[src/rtl/assert_macros.svh]
// assertion macros used by matrix_multiply_core.sv
`ifndef ASSERT_MACROS_SVH
`define ASSERT_MACROS_SVH

// implication checked at every rising edge, held off during reset
`define ASSERT_CLK(label, prop, msg) \
	label: assert property (@(posedge clk) disable iff (!arst_n) prop) else $error(msg);

// condition that must never be seen at a rising edge
`define ASSERT_NEVER(label, cond, msg) \
	label: assert property (@(posedge clk) disable iff (!arst_n) !(cond)) else $error(msg);

`endif

[src/rtl/mm_pkg.sv]
// types and constants for the matrix multiply core
`default_nettype none

package mm_pkg;

	localparam int MAX_DIM_DEF = 8;
	localparam int CFG_W       = 4;
	localparam int CFG_IDX_W   = 2;
	localparam int IDX_W       = 6;
	localparam int ELEM_W      = 16;
	localparam int PROD_W      = 32;
	localparam int POS_W       = 3;

	typedef enum logic [1:0] {
		ACT_WRITE_A = 2'd0,
		ACT_WRITE_B = 2'd1,
		ACT_RUN     = 2'd2,
		ACT_NONE    = 2'd3
	} action_t;

	typedef enum logic [CFG_IDX_W-1:0] {
		REG_M_ROWS  = 2'd0,
		REG_K_INNER = 2'd1,
		REG_N_COLS  = 2'd2
	} cfg_reg_t;

	typedef enum logic [1:0] {
		ST_IDLE,
		ST_MAC,
		ST_DRAIN,
		ST_EMIT
	} mm_state_t;

	typedef struct packed {
		logic [1:0]               action;
		logic [IDX_W-1:0]         elem_index;
		logic signed [ELEM_W-1:0] elem_value;
	} mm_req_t;

	typedef struct packed {
		logic signed [PROD_W-1:0] product_value;
		logic [POS_W-1:0]         out_row;
		logic [POS_W-1:0]         out_col;
		logic                     last;
	} mm_rsp_t;

endpackage

`default_nettype wire

[src/rtl/matrix_multiply_core.sv]
// matrix multiply core: operand stores, one shared multiply-accumulate, result register
// load transfers are taken one per cycle while the core is idle and give no result
// a run holds the request side until its last result element is loaded: each result element
// takes K multiply-accumulate issues through the single MAC, a pipeline drain and an emit,
// plus any time the result side stalls
// reset clears the sequencer, pipeline valids and result valid; config registers reset to 8;
// the operand stores are not cleared
`default_nettype none

module matrix_multiply_core #(
	parameter int MAX_DIM = mm_pkg::MAX_DIM_DEF
) (
	input  wire logic                          clk,
	input  wire logic                          arst_n,
	input  wire logic                          req_valid,
	output logic                               req_stall,
	input  wire mm_pkg::mm_req_t               req_item,
	output logic                               rsp_valid,
	input  wire logic                          rsp_stall,
	output mm_pkg::mm_rsp_t                    rsp_item,
	input  wire logic                          cfg_we,
	input  wire logic [mm_pkg::CFG_IDX_W-1:0]  cfg_index,
	input  wire logic [mm_pkg::CFG_W-1:0]      cfg_data
);

	import mm_pkg::*;
	`include "assert_macros.svh"

	localparam int DEPTH = MAX_DIM * MAX_DIM;
	localparam int AW    = (DEPTH > 1) ? $clog2(DEPTH) : 1;
	localparam int IW    = (MAX_DIM > 1) ? $clog2(MAX_DIM) : 1;
	localparam int DW    = $clog2(MAX_DIM + 1);
	localparam int ACC_W = PROD_W + $clog2(MAX_DIM + 1);

	// configuration
	logic [CFG_W-1:0] m_rows_q, k_inner_q, n_cols_q;
	logic [DW-1:0]    m_eff, k_eff, n_eff;

	always_ff @(posedge clk or negedge arst_n) begin
		if (!arst_n) begin
			m_rows_q  <= CFG_W'(8);
			k_inner_q <= CFG_W'(8);
			n_cols_q  <= CFG_W'(8);
		end else if (cfg_we) begin
			case (cfg_index)
				REG_M_ROWS:  m_rows_q  <= cfg_data;
				REG_K_INNER: k_inner_q <= cfg_data;
				REG_N_COLS:  n_cols_q  <= cfg_data;
				default: ;
			endcase
		end
	end

	// zero acts as one, above MAX_DIM acts as MAX_DIM
	function automatic logic [DW-1:0] eff_dim(input logic [CFG_W-1:0] raw);
		if (raw == '0)
			return DW'(1);
		else if (raw > CFG_W'(MAX_DIM))
			return DW'(MAX_DIM);
		else
			return DW'(raw);
	endfunction

	assign m_eff = eff_dim(m_rows_q);
	assign k_eff = eff_dim(k_inner_q);
	assign n_eff = eff_dim(n_cols_q);

	// sequencer
	mm_state_t state_q, state_d;
	logic      req_accept, run_start, issue, emit_load, elem_last, row_end, t_end;
	logic      rd_v_s1, mul_v_s2;
	logic      first_s1, first_s2, last_s1, last_s2;

	logic [IW-1:0] i_q, j_q, t_q;
	logic [AW-1:0] a_addr_q, b_addr_q, a_row_q;

	assign req_accept = req_valid && !req_stall;
	assign run_start  = req_accept && (req_item.action == ACT_RUN);
	assign t_end      = (DW'(t_q) == k_eff - DW'(1));
	assign row_end    = (DW'(j_q) == n_eff - DW'(1));
	assign elem_last  = row_end && (DW'(i_q) == m_eff - DW'(1));

	always_comb begin
		state_d = state_q;
		unique case (state_q)
			ST_IDLE:  if (run_start) state_d = ST_MAC;
			ST_MAC:   if (t_end) state_d = ST_DRAIN;
			ST_DRAIN: if (mul_v_s2 && last_s2) state_d = ST_EMIT;
			ST_EMIT:  if (emit_load) state_d = elem_last ? ST_IDLE : ST_MAC;
			default:  state_d = ST_IDLE;
		endcase
	end

	always_comb begin
		req_stall = (state_q != ST_IDLE);
		issue     = (state_q == ST_MAC);
		emit_load = (state_q == ST_EMIT) && (!rsp_valid || !rsp_stall);
	end

	always_ff @(posedge clk or negedge arst_n) begin
		if (!arst_n)
			state_q <= ST_IDLE;
		else
			state_q <= state_d;
	end

	// element counters and store addresses
	always_ff @(posedge clk or negedge arst_n) begin
		if (!arst_n) begin
			i_q      <= '0;
			j_q      <= '0;
			t_q      <= '0;
			a_addr_q <= '0;
			b_addr_q <= '0;
			a_row_q  <= '0;
		end else if (run_start) begin
			i_q      <= '0;
			j_q      <= '0;
			t_q      <= '0;
			a_addr_q <= '0;
			b_addr_q <= '0;
			a_row_q  <= '0;
		end else if (issue) begin
			t_q      <= t_q + IW'(1);
			a_addr_q <= a_addr_q + AW'(1);
			b_addr_q <= b_addr_q + AW'(n_eff);
		end else if (emit_load) begin
			t_q <= '0;
			if (row_end) begin
				i_q      <= i_q + IW'(1);
				j_q      <= '0;
				a_row_q  <= a_row_q + AW'(k_eff);
				a_addr_q <= a_row_q + AW'(k_eff);
				b_addr_q <= '0;
			end else begin
				j_q      <= j_q + IW'(1);
				a_addr_q <= a_row_q;
				b_addr_q <= AW'(j_q) + AW'(1);
			end
		end
	end

	// operand stores
	logic signed [ELEM_W-1:0] mem_a [DEPTH];
	logic signed [ELEM_W-1:0] mem_b [DEPTH];
	logic signed [ELEM_W-1:0] a_rd_s1, b_rd_s1;
	logic                     wr_ok;
	logic [AW-1:0]            wr_addr;

	assign wr_ok   = req_accept && ((IDX_W + 1)'(req_item.elem_index) < (IDX_W + 1)'(DEPTH));
	assign wr_addr = req_item.elem_index[AW-1:0];

	always_ff @(posedge clk) begin
		if (wr_ok && req_item.action == ACT_WRITE_A)
			mem_a[wr_addr] <= req_item.elem_value;
		a_rd_s1 <= mem_a[a_addr_q];
	end

	always_ff @(posedge clk) begin
		if (wr_ok && req_item.action == ACT_WRITE_B)
			mem_b[wr_addr] <= req_item.elem_value;
		b_rd_s1 <= mem_b[b_addr_q];
	end

	// shared multiply-accumulate
	logic signed [PROD_W-1:0] prod_s2;
	logic signed [ACC_W-1:0]  acc_q;

	always_ff @(posedge clk or negedge arst_n) begin
		if (!arst_n) begin
			rd_v_s1  <= 1'b0;
			mul_v_s2 <= 1'b0;
			first_s1 <= 1'b0;
			first_s2 <= 1'b0;
			last_s1  <= 1'b0;
			last_s2  <= 1'b0;
		end else begin
			rd_v_s1  <= issue;
			first_s1 <= issue && (t_q == '0);
			last_s1  <= issue && t_end;
			mul_v_s2 <= rd_v_s1;
			first_s2 <= first_s1;
			last_s2  <= last_s1;
		end
	end

	always_ff @(posedge clk) begin
		prod_s2 <= a_rd_s1 * b_rd_s1;
		if (mul_v_s2)
			acc_q <= first_s2 ? ACC_W'(prod_s2) : acc_q + ACC_W'(prod_s2);
	end

	// saturate to signed Q16.16 when the upper accumulator bits are not a sign extension
	logic signed [PROD_W-1:0] sat_value;
	logic                     acc_fits;

	assign acc_fits  = (acc_q[ACC_W-1:PROD_W-1] == '0) || (acc_q[ACC_W-1:PROD_W-1] == '1);
	assign sat_value = acc_fits ? acc_q[PROD_W-1:0] :
		(acc_q[ACC_W-1] ? {1'b1, {(PROD_W-1){1'b0}}} : {1'b0, {(PROD_W-1){1'b1}}});

	// result register
	always_ff @(posedge clk or negedge arst_n) begin
		if (!arst_n)
			rsp_valid <= 1'b0;
		else if (emit_load)
			rsp_valid <= 1'b1;
		else if (!rsp_stall)
			rsp_valid <= 1'b0;
	end

	always_ff @(posedge clk) begin
		if (emit_load) begin
			rsp_item.product_value <= sat_value;
			rsp_item.out_row       <= POS_W'(i_q);
			rsp_item.out_col       <= POS_W'(j_q);
			rsp_item.last          <= elem_last;
		end
	end

	`ASSERT_CLK(a_mul_in_run, mul_v_s2 |-> (state_q == ST_MAC || state_q == ST_DRAIN),
		"product seen outside accumulation")
	`ASSERT_NEVER(a_emit_drained, (state_q == ST_EMIT) && (rd_v_s1 || mul_v_s2),
		"emit with products still in flight")
	`ASSERT_CLK(a_t_range, (state_q == ST_MAC) |-> (DW'(t_q) < k_eff),
		"inner index beyond dot product length")
	`ASSERT_CLK(a_last_idle, (emit_load && elem_last) |=> (state_q == ST_IDLE),
		"sequencer not idle after final element")

endmodule

`default_nettype wire
[config.mk]
export PLATFORM = sky130hd
export DESIGN_NAME = matrix_multiply_core
export DESIGN_NICKNAME = d
export VERILOG_FILES = /design/src/rtl/mm_pkg.sv /design/src/rtl/matrix_multiply_core.sv
export VERILOG_INCLUDE_DIRS = /design/src /design/src/rtl
export SDC_FILE = /design/constraint.sdc
export NUM_CORES = 2
export LEC_CHECK = 0
export BUFFER_PORTS_ARGS = -buffer_cell sky130_fd_sc_hd__buf_2
export CORE_MARGIN = 5
export CORE_UTILIZATION = 40
export CTS_CLUSTER_DIAMETER = 150
export DETAILED_ROUTE_END_ITERATION = 7
export REMOVE_ABC_BUFFERS = 1
export SYNTH_ARGS = -nofsm -noshare
export SYNTH_HDL_FRONTEND = slang
export SYNTH_SLANG_ARGS = --single-unit
[constraint.sdc]
create_clock -name clk -period 17.5 [get_ports clk]
set_input_delay 0.875 -clock clk [delete_from_list [all_inputs] [get_ports clk]]
set_output_delay 0.875 -clock clk [all_outputs]
set_load 0.01 [all_outputs]
==> results.md <==
* residual DRC count: 0
* post-cts hold buffer count: 0
* number of nets in the finished design: 5659
* via count of the first global-routing pass: 49000
* clock tree from TritonCTS: built
* count of input and output buffers: 75
* Tightest Pin Transition: 1.32 ns
* CTS clock-pin slew for the worst setup and hold paths: 0.06 ns
* min cycle time layout: 6.76 ns
* Setup-failing EPs final: 0
* CTS max path bufs: 3
* number of different library cells in the post-synthesis netlist: 71
* total number of vias: 47800
* drt first-iter violations: 4627
* max-cap viol count: 0
* most prevalent standard cell on the critical path: sky130_fd_sc_hd__fa_1
* Die Ht: 502 µm
* WL/cell: 27.3 µm
* GR Util All Layers: 18.8%
* slowest CP cell: sky130_fd_sc_hd__dfxtp_1
* fraction of synthesized cell area taken by the top area cell type: 65.9%
* clock tree sinks: 2235
* Rel. slew slack: 12.3%
* required time of the worst setup path: 18.28 ns
* Yosys warnings: 0
* sequential fraction of the synthesis area: 68.4%
* setup repair after global routing missed its margin: false
* biggest fanout along the worst timing path: 16
* count of cells resized by post-cts repair: 0
* Setup Skew: 0.0514 ns
* H-tree level count: 4
* highest attainable clock frequency: 0.148 GHz
* EDFF count, synth: 2123
* DRT Pass-1 Iters: 5
* Data arrival, critical path: 7.54 ns
* weighted congestion at the end of routability-driven global placement: 0.847
* sum of routed wire length over all layers: 235 mm
* Post-synth ARST share: 2.15%
* kind of end point of the critical path: register
* Cell Chain, Critical Path: nand2_1, fa_1, inv_1, fa_1, inv_1, fa_1, inv_1, fa_1, fa_1, inv_1, fa_1, inv_1, ha_1, nand3_1, or2_1, or4b_1, a211o_1, a21oi_2, o41ai_2, o311ai_2, xor2_1
* final count of pins violating max slew: 0
* worst setup path class: register to register
* average cell area after synthesis: 19.5 µm²
* num rows: 180
* reg2reg setup slack: 10.74 ns
* number of antenna violations at the first check in global routing: 26
* worst min-delay path category: input pin to async pin
* timing startpoint of the critical path: b_rd_s1[7]
* Post-Syn Area: 0.0968 mm²
* root buf cell: sky130_fd_sc_hd__clkbuf_16
* area delta synth->final: 12.5%
* maximum number of pins on one net before global-route repair: 116
* number of synthesized register bits: 2235
* dominant cell by count in the synthesized netlist: sky130_fd_sc_hd__edfxtp_1
* Worst setup SP type: register
* number of buffers inserted by post-CTS setup repair: 0
* global-route wire length before repair: 346 mm
* synth cell count leaders: sky130_fd_sc_hd__edfxtp_1, sky130_fd_sc_hd__mux4_2, sky130_fd_sc_hd__inv_1
* total negative slack for setup checks: 0 ns
* Core Area: 0.241 mm²
* number of clock buffers inserted by TritonCTS: 213
* Slowest Stage Delay on Critical Path: 0.77 ns
* die width: 502 µm
* initial standard-cell utilization of the core: 40.2%
* number of cells produced by synthesis: 4972
* Final Cycle Share: 38.6%
* primary flip-flop cell chosen by synthesis mapping: sky130_fd_sc_hd__edfxtp_1
* top area cells in the synthesized netlist: sky130_fd_sc_hd__edfxtp_1, sky130_fd_sc_hd__mux4_2, sky130_fd_sc_hd__fa_1, sky130_fd_sc_hd__ha_1, sky130_fd_sc_hd__inv_1
* half-perimeter wire length of the detailed placement result: 145 mm
* Skew-Pair Late Insertion Delay: 0.87 ns
* total congestion overflow after global routing: 0
* Total Die Area: 0.252 mm²
* number of placed I/O pins: 76
* share of layout cells above drive strength 1: 24.2%
* number of failing hold endpoints at the final stage: 0
* ANT nets after route: 0
* r2r startpoint: b_rd_s1[7]
* cell taking the most area after synthesis: sky130_fd_sc_hd__edfxtp_1
* average vias per placed instance: 5.55
* outcome: finished, final reports clean
==> final timing paths <==
path | endpoint | cells after the start
worst min register to register | mul_v_s2 | 0
max in group asynchronous | a_addr_q[2] | 2
worst max-delay path | prod_s2[30] | 21
worst min-delay path | j_q[0] | 2
worst max register to register | prod_s2[30] | 21
min in group clk | rsp_valid | 3
==> sequential cells by signal, indices dropped and copies added (netlist names), 2 cells and up <==
| signal | cells |
|---|---|
| a_addr_q | 6 |
| a_rd_s1 | 16 |
| a_row_q | 6 |
| acc_q | 36 |
| b_addr_q | 6 |
| b_rd_s1 | 16 |
| i_q | 3 |
| j_q | 3 |
| k_inner_q | 4 |
| m_rows_q | 4 |
| mem_a | 1024 |
| mem_b | 1024 |
| n_cols_q | 4 |
| prod_s2 | 32 |
| rsp_item | 39 |
| state_q | 2 |
| t_q | 3 |
==> layout by cell type, fill, tap and decap left out, types with 10 or more instances in the layout <==
master / Yosys / final
sky130_fd_sc_hd__xor2_1: 21 / 21
sky130_fd_sc_hd__clkbuf_1: 157 / 52
sky130_fd_sc_hd__nand3b_1: 10 / 10
sky130_fd_sc_hd__clkinv_16: 0 / 10
sky130_fd_sc_hd__buf_2: 45 / 59
sky130_fd_sc_hd__o21ai_0: 67 / 67
sky130_fd_sc_hd__diode_2: 0 / 17
sky130_fd_sc_hd__nor2_1: 206 / 187
sky130_fd_sc_hd__nand3_1: 24 / 24
sky130_fd_sc_hd__dfrtp_1: 45 / 36
sky130_fd_sc_hd__nor3_1: 19 / 18
sky130_fd_sc_hd__nand2b_1: 19 / 19
sky130_fd_sc_hd__o31ai_1: 11 / 11
sky130_fd_sc_hd__edfxtp_1: 2123 / 2123
sky130_fd_sc_hd__a31oi_1: 10 / 10
sky130_fd_sc_hd__clkinv_1: 3 / 38
sky130_fd_sc_hd__nand2_1: 205 / 205
sky130_fd_sc_hd__a21o_1: 54 / 54
sky130_fd_sc_hd__fa_1: 265 / 265
sky130_fd_sc_hd__dfxtp_1: 64 / 64
sky130_fd_sc_hd__bufinv_16: 0 / 17
sky130_fd_sc_hd__and2_1: 129 / 129
sky130_fd_sc_hd__o21a_1: 16 / 16
sky130_fd_sc_hd__ha_1: 138 / 138
sky130_fd_sc_hd__nor2_2: 0 / 19
sky130_fd_sc_hd__buf_4: 0 / 198
sky130_fd_sc_hd__nor2b_1: 12 / 12
sky130_fd_sc_hd__a21oi_1: 67 / 67
sky130_fd_sc_hd__mux2_2: 16 / 16
sky130_fd_sc_hd__inv_1: 350 / 350
sky130_fd_sc_hd__mux4_2: 672 / 672
sky130_fd_sc_hd__a211oi_1: 18 / 18
sky130_fd_sc_hd__clkbuf_16: 0 / 216
sky130_fd_sc_hd__o21bai_1: 11 / 11
sky130_fd_sc_hd__xnor2_1: 51 / 51
sky130_fd_sc_hd__clkinv_2: 0 / 37
sky130_fd_sc_hd__and3_1: 17 / 17
==> cells by family after synthesis <==
kind of cell / synth area share, %
DFF: 68.4
muxes: 15.9
and+or+nand+nor: 3.34
buffers and inverters: 2.30
adders and majority gates: 7.26
AOI/OAI and AO/OA: 2.12
xor gates and xnor gates: 0.651
==> layer usage <==
layer	up-vias	track usage, %	part of all wire (%)	routed length, µm
met4	8	4.98	2.5	5770
met1	25800	26.4	42	98000
met5	-	0	0.023	54
met3	315	3.00	6.7	15700
met2	1630	30.7	49	116000
li1	20000	-	-	-
==> critical path, delay by kind of cell, from the launching register on <==
family | cells | cell delay (ns)
xor+xnor | 1 | 0.15
compound gates | 4 | 1.00
buf+inv | 5 | 0.26
simple gates | 4 | 1.10
flops | 1 | 0.77
fa+ha+maj | 7 | 3.42
==> layout make-up <==
| cell class | count | area [µm²] |
|---|---|---|
| Antenna cell | 17 | 42.5 |
| Clock buffer | 275 | 5700 |
| Clock inverter | 121 | 1350 |
| Fill cell | 20200 | 132000 |
| Inverter | 353 | 1330 |
| Multi-Input combinational cell | 2159 | 28400 |
| Sequential cell | 2235 | 66300 |
| Tap cell | 3185 | 3990 |
| Timing Repair Buffer | 259 | 1820 |
==> per-stage QoR <==
step           instances  hold WS, ns  setup WS (ns)  utilization [%]  instance area, µm²
6_report            8604        0.140          10.74             45.2              109000
5_1_grt             8594        0.171          10.41             45.2              109000
4_1_cts             8587        0.111          10.75             45.2              109000
3_5_place_dp        8191        0.344          10.75             42.3              102000
3_3_place_gp        8191        0.333          10.83             42.3              102000
2_1_floorplan       4747        0.331           6.03                -               95900
Power is not shown: default switching activity piles up to over one toggle a cycle in this logic, so the estimate is an artifact.
